File: src/hw/rtl/assert_macros.svh
// Assertion helpers, included by the RTL file that carries checks.
`ifndef ASSERT_MACROS_SVH
`define ASSERT_MACROS_SVH

// Check that a condition holds at every clock edge outside reset.
`define ASSERT_ALWAYS(label, clk, rst, cond, msg) \
   label: assert property (@(posedge clk) disable iff (rst) (cond)) else $error(msg);

// Check that a trigger is followed by a condition on the next edge.
`define ASSERT_NEXT(label, clk, rst, trig, cond, msg) \
   label: assert property (@(posedge clk) disable iff (rst) (trig) |=> (cond)) \
      else $error(msg);

`endif

File: src/hw/rtl/rotenc_pkg.sv
package rotenc_pkg;

   localparam int unsigned TimeWidth  = 32;
   localparam int unsigned MsCfgWidth = 16;
   localparam int unsigned StepWidth  = 7;
   localparam int unsigned DeltaWidth = 8;
   localparam int unsigned CsrIdxWidth  = 8;
   localparam int unsigned CsrDataWidth = 16;
   localparam int unsigned ReqDataWidth = 40;
   localparam int unsigned RspDataWidth = 24;

   localparam logic [MsCfgWidth-1:0] DebounceReset  = 16'd50;
   localparam logic [MsCfgWidth-1:0] LongPressReset = 16'd1000;
   localparam logic [StepWidth-1:0]  FineReset      = 7'd1;
   localparam logic [StepWidth-1:0]  CoarseReset    = 7'd10;

   typedef enum logic [CsrIdxWidth-1:0] {
      CSR_DEBOUNCE   = 8'd0,
      CSR_LONG_PRESS = 8'd1,
      CSR_FINE_STEP  = 8'd2,
      CSR_COARSE_STEP = 8'd3
   } csr_idx_type;

   typedef struct packed {
      logic [MsCfgWidth-1:0] debounce_ms;
      logic [MsCfgWidth-1:0] long_press_ms;
      logic [StepWidth-1:0]  fine_step;
      logic [StepWidth-1:0]  coarse_step;
   } cfg_type;

   typedef struct packed {
      logic long_press;
      logic short_press;
      logic coarse_mode;
   } btn_evt_type;

   typedef struct packed {
      logic [TimeWidth-1:0] now_ms;
      logic                 button_level;
      logic                 dt_level;
      logic                 clk_level;
   } sample_type;

   typedef struct packed {
      logic [StepWidth-1:0]        step_now;
      logic                        short_press;
      logic                        long_press;
      logic signed [DeltaWidth-1:0] delta;
   } result_type;

endpackage

File: src/hw/rtl/rotenc_csr.sv
module rotenc_csr
   import rotenc_pkg::*;
(
   input  logic                    clock,
   input  logic                    reset,
   input  logic                    wr_en,
   input  logic [CsrIdxWidth-1:0]  wr_index,
   input  logic [CsrDataWidth-1:0] wr_data,
   output cfg_type                 cfg
);

   cfg_type cfg_ff, cfg_in;

   always_comb begin
      cfg_in = cfg_ff;
      if (wr_en) begin
         unique case (wr_index)
            CSR_DEBOUNCE:    cfg_in.debounce_ms   = wr_data;
            CSR_LONG_PRESS:  cfg_in.long_press_ms = wr_data;
            CSR_FINE_STEP:   cfg_in.fine_step     = wr_data[StepWidth-1:0];
            CSR_COARSE_STEP: cfg_in.coarse_step   = wr_data[StepWidth-1:0];
            default:         cfg_in = cfg_ff; // drop writes beyond the map
         endcase
      end
   end

   always_ff @(posedge clock) begin
      if (reset) begin
         cfg_ff.debounce_ms   <= DebounceReset;
         cfg_ff.long_press_ms <= LongPressReset;
         cfg_ff.fine_step     <= FineReset;
         cfg_ff.coarse_step   <= CoarseReset;
      end else begin
         cfg_ff <= cfg_in;
      end
   end

   assign cfg = cfg_ff;

endmodule

File: src/hw/rtl/rotenc_button.sv
module rotenc_button
   import rotenc_pkg::*;
(
   input  logic                 clock,
   input  logic                 reset,
   input  logic                 advance,
   input  logic                 button_level,
   input  logic [TimeWidth-1:0] now_ms,
   input  cfg_type              cfg,
   output btn_evt_type          evt
);

   logic                 pressed_ff, pressed_in;
   logic                 action_done_ff, action_done_in;
   logic                 coarse_ff, coarse_in;
   logic [TimeWidth-1:0] press_start_ff, press_start_in;
   logic [TimeWidth-1:0] last_release_ff, last_release_in;
   logic [TimeWidth-1:0] since_release, since_press;
   logic [TimeWidth-1:0] debounce_ext, long_ext;
   logic                 btn_down;

   assign btn_down      = ~button_level;
   assign since_release = now_ms - last_release_ff;
   assign since_press   = now_ms - press_start_ff;
   assign debounce_ext  = {{(TimeWidth-MsCfgWidth){1'b0}}, cfg.debounce_ms};
   assign long_ext      = {{(TimeWidth-MsCfgWidth){1'b0}}, cfg.long_press_ms};

   always_comb begin
      pressed_in      = pressed_ff;
      action_done_in  = action_done_ff;
      coarse_in       = coarse_ff;
      press_start_in  = press_start_ff;
      last_release_in = last_release_ff;
      evt.long_press  = 1'b0;
      evt.short_press = 1'b0;
      priority if (btn_down && !pressed_ff) begin
         if (since_release > debounce_ext) begin
            pressed_in     = 1'b1;
            press_start_in = now_ms;
            action_done_in = 1'b0;
         end
      end else if (btn_down && pressed_ff) begin
         if (!action_done_ff && (since_press > long_ext)) begin
            action_done_in = 1'b1;
            evt.long_press = 1'b1;
         end
      end else if (!btn_down && pressed_ff) begin
         pressed_in      = 1'b0;
         last_release_in = now_ms;
         if (!action_done_ff && (since_press > debounce_ext)) begin
            evt.short_press = 1'b1;
            coarse_in       = ~coarse_ff;
         end
         action_done_in = 1'b0;
      end else begin
         pressed_in = pressed_ff; // released and idle: hold
      end
      evt.coarse_mode = coarse_in;
   end

   always_ff @(posedge clock) begin
      if (reset) begin
         pressed_ff      <= 1'b0;
         action_done_ff  <= 1'b0;
         coarse_ff       <= 1'b1;
         press_start_ff  <= '0;
         last_release_ff <= '0;
      end else if (advance) begin
         pressed_ff      <= pressed_in;
         action_done_ff  <= action_done_in;
         coarse_ff       <= coarse_in;
         press_start_ff  <= press_start_in;
         last_release_ff <= last_release_in;
      end
   end

endmodule

File: src/hw/rtl/rotenc_quad.sv
module rotenc_quad
   import rotenc_pkg::*;
(
   input  logic                        clock,
   input  logic                        reset,
   input  logic                        advance,
   input  logic                        clk_level,
   input  logic                        dt_level,
   input  logic                        coarse_mode,
   input  cfg_type                     cfg,
   output logic [StepWidth-1:0]        step_now,
   output logic signed [DeltaWidth-1:0] delta
);

   logic                  prev_clk_ff;
   logic [DeltaWidth-1:0] step_ext;

   assign step_now = coarse_mode ? cfg.coarse_step : cfg.fine_step;
   assign step_ext = {1'b0, step_now};

   // falling CLK edge is a detent; DT sets the direction
   always_comb begin
      if (prev_clk_ff && !clk_level) begin
         delta = (dt_level != clk_level) ? signed'(step_ext) : signed'(-step_ext);
      end else begin
         delta = '0;
      end
   end

   always_ff @(posedge clock) begin
      if (reset) begin
         prev_clk_ff <= 1'b1;
      end else if (advance) begin
         prev_clk_ff <= clk_level;
      end
   end

endmodule

File: src/hw/rtl/rotary_encoder_with_button_top.sv
// Channel  Dir  Beat contents
// req      in   one poll sample: encoder levels, button level, ms timestamp
// rsp      out  one result per sample: detent delta, press pulses, step
// csr      in   register write: index and data, always ready
//
// A sample is taken into the input register, then processed combinationally
// through the button and encoder logic into the result register; one sample
// per cycle is sustained while rsp is not stalled.
// Synchronous active-high reset presets state; press timing starts from zero.
// A stall on rsp holds the result register; an empty input register still
// takes one more beat, then req_tready drops until the result is taken.
`include "assert_macros.svh"

module rotary_encoder_with_button_top
   import rotenc_pkg::*;
(
   input  logic                    clock,
   input  logic                    reset,
   input  logic                    req_tvalid,
   output logic                    req_tready,
   // [0] clk_level, [1] dt_level, [2] button_level, [34:3] now_ms, rest zero
   input  logic [ReqDataWidth-1:0] req_tdata,
   output logic                    rsp_tvalid,
   input  logic                    rsp_tready,
   // [7:0] delta, [8] long_press, [9] short_press, [16:10] step_now, rest zero
   output logic [RspDataWidth-1:0] rsp_tdata,
   input  logic                    csr_valid,
   output logic                    csr_ready,
   input  logic [CsrIdxWidth-1:0]  csr_index,
   input  logic [CsrDataWidth-1:0] csr_data
);

   localparam int unsigned SampleWidth = $bits(sample_type);
   localparam int unsigned ResultWidth = $bits(result_type);

   cfg_type     cfg;
   btn_evt_type evt;
   sample_type  in_data_ff;
   result_type  rsp_data_ff, rsp_data_in;
   logic        in_valid_ff, rsp_valid_ff;
   logic        advance;

   // Move the held sample on once the result register is free or draining.
   assign advance    = in_valid_ff && (!rsp_valid_ff || rsp_tready);
   assign req_tready = !in_valid_ff || advance;
   assign csr_ready  = 1'b1;

   rotenc_csr u_csr (
      .clock    (clock),
      .reset    (reset),
      .wr_en    (csr_valid),
      .wr_index (csr_index),
      .wr_data  (csr_data),
      .cfg      (cfg)
   );

   rotenc_button u_button (
      .clock        (clock),
      .reset        (reset),
      .advance      (advance),
      .button_level (in_data_ff.button_level),
      .now_ms       (in_data_ff.now_ms),
      .cfg          (cfg),
      .evt          (evt)
   );

   // Encoder stage uses the step after this sample's button handling.
   rotenc_quad u_quad (
      .clock       (clock),
      .reset       (reset),
      .advance     (advance),
      .clk_level   (in_data_ff.clk_level),
      .dt_level    (in_data_ff.dt_level),
      .coarse_mode (evt.coarse_mode),
      .cfg         (cfg),
      .step_now    (rsp_data_in.step_now),
      .delta       (rsp_data_in.delta)
   );

   assign rsp_data_in.long_press  = evt.long_press;
   assign rsp_data_in.short_press = evt.short_press;

   // Control: input and result valid flags.
   always_ff @(posedge clock) begin
      if (reset) begin
         in_valid_ff  <= 1'b0;
         rsp_valid_ff <= 1'b0;
      end else begin
         if (req_tvalid && req_tready) begin
            in_valid_ff <= 1'b1;
         end else if (advance) begin
            in_valid_ff <= 1'b0;
         end
         if (advance) begin
            rsp_valid_ff <= 1'b1;
         end else if (rsp_tready) begin
            rsp_valid_ff <= 1'b0;
         end
      end
   end

   // Payload: no reset needed.
   always_ff @(posedge clock) begin
      if (req_tvalid && req_tready) begin
         in_data_ff <= req_tdata[SampleWidth-1:0];
      end
      if (advance) begin
         rsp_data_ff <= rsp_data_in;
      end
   end

   assign rsp_tvalid = rsp_valid_ff;
   assign rsp_tdata  = {{(RspDataWidth-ResultWidth){1'b0}}, rsp_data_ff};

   `ASSERT_ALWAYS(a_press_exclusive, clock, reset,
      !(rsp_valid_ff && rsp_data_ff.long_press && rsp_data_ff.short_press),
      "long and short press reported on the same beat")
   `ASSERT_NEXT(a_advance_fills, clock, reset, advance, rsp_valid_ff,
      "processed sample did not reach the result register")
   `ASSERT_NEXT(a_short_toggles, clock, reset, advance && evt.short_press,
      u_button.coarse_ff != $past(u_button.coarse_ff),
      "short press did not toggle the step mode")
   `ASSERT_ALWAYS(a_empty_ready, clock, reset, in_valid_ff || req_tready,
      "empty input register refused a beat")

endmodule
File: config.mk
export PLATFORM = sky130hd
export DESIGN_NAME = rotary_encoder_with_button_top
export DESIGN_NICKNAME = d
export VERILOG_FILES = /design/src/hw/rtl/rotenc_pkg.sv /design/src/hw/rtl/rotenc_csr.sv /design/src/hw/rtl/rotenc_button.sv /design/src/hw/rtl/rotenc_quad.sv /design/src/hw/rtl/rotary_encoder_with_button_top.sv
export VERILOG_INCLUDE_DIRS = /design/src /design/src/hw/rtl
export SDC_FILE = /design/constraint.sdc
export NUM_CORES = 1
export LEC_CHECK = 0
export BUFFER_PORTS_ARGS = -buffer_cell sky130_fd_sc_hd__buf_2
export CAP_MARGIN = 20
export CORE_AREA = 4 4 151 153
export DETAILED_ROUTE_END_ITERATION = 6
export DIE_AREA = 0 0 155 157
export PLACE_DENSITY = 0.88
export SETUP_SLACK_MARGIN = 0.02
export SYNTH_ARGS = -nofsm -noshare
export SYNTH_HDL_FRONTEND = slang
export SYNTH_SLANG_ARGS = --single-unit
export TNS_END_PERCENT = 20
File: constraint.sdc
create_clock -name clock -period 5.3 [get_ports clock]
set_input_delay 1.06 -clock clock [delete_from_list [all_inputs] [get_ports clock]]
set_output_delay 1.06 -clock clock [all_outputs]
set_load 0.01 [all_outputs]
==> flow_metrics.py <==
metrics = {
    "run_status": {
        "status": "completed",
    },
    "finish": {
        "area_growth_pct": 12.5,
        "fin_area_um2": 13100,
        "drive_gt1_share_pct": 13.8,
        "layout.nets": 1647,
    },
    "min_path": {
        "worstHoldStart": "u_button.last_release_ff[20]",
        "holdPathEnd": "u_button.last_release_ff[20]",
        "hold_depth": 2,
        "hp-class": "register to register",
    },
    "floorplanning": {
        "die_x_um": 155,
        "die_y_um": 157,
        "fp-row-count": 54,
        "coreArea_um2": 21600,
        "die-area_um2": 24300,
        "ios": 96,
        "initial_core_util_pct": 54.1,
    },
    "pwr": {
        "finalPower_mw": 3.40,
        "cellPowerDensity_nw_per_um2": 260,
        "p_leak_nw": 5.17,
        "ir_drop_mv": 0.155,
    },
    "logic_synthesis": {
        "synth_ff_type": "dfxtp_1",
        "synth_area_um2": 11700,
        "avgSynthCellArea_um2": 8.44,
        "synthCells": 1382,
        "synthArstFlopShare_pct": 0,
        "yosysSeqAreaShare_pct": 33.3,
        "synth_edf_count": 52,
        "synth_warnings": 0,
        "ys_seq_elements": 168,
        "yosysUniqueCellTypes": 86,
    },
    "setup_path": {
        "criticalPathCategory": "register to register",
        "start_kind": "register",
        "critPathCaptureType": "register",
        "crit_fanout": 10,
        "reg2reg_from": "in_data_ff[4]",
        "r2r-end": "rsp_tdata[7]",
        "r2r_setup_slack_ns": 0.03,
        "worst_ep_arrival_time_ns": 5.42,
        "reg2regPathDepth": 22,
        "worst_ep_required_time_ns": 5.46,
    },
    "global_route": {
        "grt_use_total_pct": 23.6,
        "antenna_found_initial": 0,
        "grt_pass1_wl_mm": 47.7,
        "grt-ovfl-total": 0,
        "grt_max_degree": 95,
        "grt_pass1_vias": 9953,
    },
    "timing": {
        "fmax_mhz": 190,
        "fin_crit_sh_pct": 99.4,
        "finalSetupViolations": 0,
        "slew_viol_final": 0,
        "hold_viol": 0,
        "fin_ws_ns": 0.0340,
        "rsz0062_at_grt": "yes",
        "relSlewSlack_pct": 36.1,
        "tns_ns": 0,
        "fin_crit_ns": 5.27,
        "skew_ns": 0.0128,
        "worst_slew_pin_slew_ns": 0.958,
    },
    "placement": {
        "routabilityCongestion": 0.909,
        "placed_area_um2": 12400,
        "port_buffers": 82,
        "hpwl_mm": 21.3,
        "pre_cts_slack_ns": -0.0820,
    },
    "routing": {
        "drtAntennaViolNets": 0,
        "drc": 0,
        "vias_per_cell": 5.86,
        "routed_wirelength_mm": 29.4,
        "drt_iter0_drc": 906,
        "first_pass_iters": 7,
        "vias": 10300,
        "wl_per_cell_um": 16.7,
    },
    "clock_network": {
        "postCtsHoldBufs": 0,
        "clock_path_buffers": 2,
        "cts_tree": "done",
        "clkTransAtPathRegs_ns": 0.08,
        "insertion_delay_ns": 0.44,
        "numCtsBuffers": 17,
        "clockRootBuffer": "clkbuf_16",
        "cts_sinks": 168,
        "htreeDepth": 4,
    },
    "run": {
        "drv_cap": 0,
    },
}
## state kept, by name (all words and copies together) (netlist names), 17 cells and up
register,cells
u_csr.cfg,46
in_data_ff,35
u_button.last_release_ff,32
u_button.press_start_ff,32
rsp_tdata,17
## worst max-delay path by stage
stage	cells after the start	slack (ns)	endpoint	startpoint
2_1_floorplan	26	0.03	rsp_tdata[4]	in_data_ff[4]
3_3_place_gp	25	0.03	rsp_tdata[4]	in_data_ff[4]
3_5_place_dp	25	-0.08	rsp_tdata[4]	in_data_ff[4]
4_1_cts	25	-0.04	rsp_tdata[4]	in_data_ff[4]
5_1_grt	25	-0.22	rsp_tdata[4]	in_data_ff[4]
6_report	22	0.03	rsp_tdata[7]	in_data_ff[4]
## per-stage QoR
stage | instances | hold slack, ns | util (%)
floorplan | 1388 | 0.432 | -
global placement | 1716 | 0.439 | 57.5
detailed placement | 1716 | 0.447 | 57.5
CTS | 1749 | 0.457 | 60.4
global route | 1754 | 0.470 | 60.8
finish | 1755 | 0.456 | 60.8
## power breakdown
part / switching (mW) / internal [mW] / total, mW
Clock: 0.606 / 0.679 / 1.28
Sequential: 0.0282 / 1.36 / 1.39
Combinational: 0.418 / 0.310 / 0.728
## layout by cell type, fill, tap and decap left out, drive strengths merged, types with 10 or more instances in the layout
master and instances:
buf 118, nand2 187, nand4 24, nor2b 17
and3 14, nor3 20, o21ai 44, xnor2 24
a211oi 10, nor2 67, inv 122, nand3 22
ha 115, dfxtp 116, o21a 12, edfxtp 52
a21o 40, a21oi 129, nand2b 73, xor2 14
nor4 10, mux2i 53, or2 10, or3 10
a211o 11, o21bai 10, a31oi 10, clkbuf 18
## routing by layer
layer	wire length [um]	global-route usage [%]	part of all wire (%)	vias to the layer above
li1	-	-	-	5025
met1	13000	30.8	44	4847
met2	13900	40.0	47	356
met3	1680	3.33	5.7	62
met4	789	8.66	2.7	0
met5	0	0	0	-
## timing repair
item                                   CTS  global route
endpoints found under the hold margin    0             0
pin swaps                                3            10
setup endpoints to repair               36            42
buffers inserted                         1             4
resized for setup                        4            16
## worst max-delay path, cell delays in order (launching register included)
cell and delay, ns:
edfxtp_1 0.40, ha_1 0.30, nor2b_1 0.14, o31a_1 0.26, o31a_2 0.31, o21ai_2 0.15
a21oi_2 0.08, o21a_1 0.18, nor2_2 0.15, xnor2_2 0.14, ha_1 0.27, a21o_1 0.16
a21o_1 0.18, a221o_1 0.30, a221oi_2 0.26, and2_1 0.16, a211o_1 0.17, and2_1 0.16
nand4_2 0.15, nand3_4 0.18, buf_4 0.21, nor4_1 0.08, a2111oi_0 0.60
## kinds of logic (layout without fill, tap and decap cells)
kind of cell | Yosys count | after routing | share of synthesized area (%)
XOR/XNOR | 38 | 38 | 2.85
AO/OA/AOI/OAI | 325 | 325 | 18.1
buffers and inverters | 179 | 265 | 6.41
flip-flops | 168 | 168 | 33.3
other | 2 | 9 | 0.0644
adder cells (fa/ha/maj) | 117 | 117 | 12.7
AND/OR/NAND/NOR | 496 | 496 | 21.7
multiplexers | 57 | 57 | 4.94
## area by class of cell
class | instances | area, um^2
inverters | 115 | 432
flip-flops and latches | 168 | 3880
multi-input cells | 1041 | 7140
fillers | 1790 | 8440
clock inverters | 14 | 180
repair buffers | 118 | 696
well taps | 280 | 350
diodes | 1 | 2.50
clock buffers | 18 | 429
## Yosys cell counts (all sizes together) (11+ instances only)
cell,count,share of area [%]
nand2,187,6.0
a21oi,129,5.6
dfxtp,116,20
ha,115,12
inv,115,3.7
nand2b,73,3.9
nor2,67,2.2
mux2i,53,4.5
edfxtp,52,13
o21ai,44,1.9
clkbuf,41,1.3
a21o,40,2.6
nand4,24,1.3
xnor2,24,1.8
buf,23,1.4
nand3,22,1.1
nor3,20,0.86
nor2b,17,0.91
and3,14,0.75
xor2,14,1.1
o21a,12,0.77
a211o,11,0.83
No activity file was read; power rests on OpenSTA's default activity.
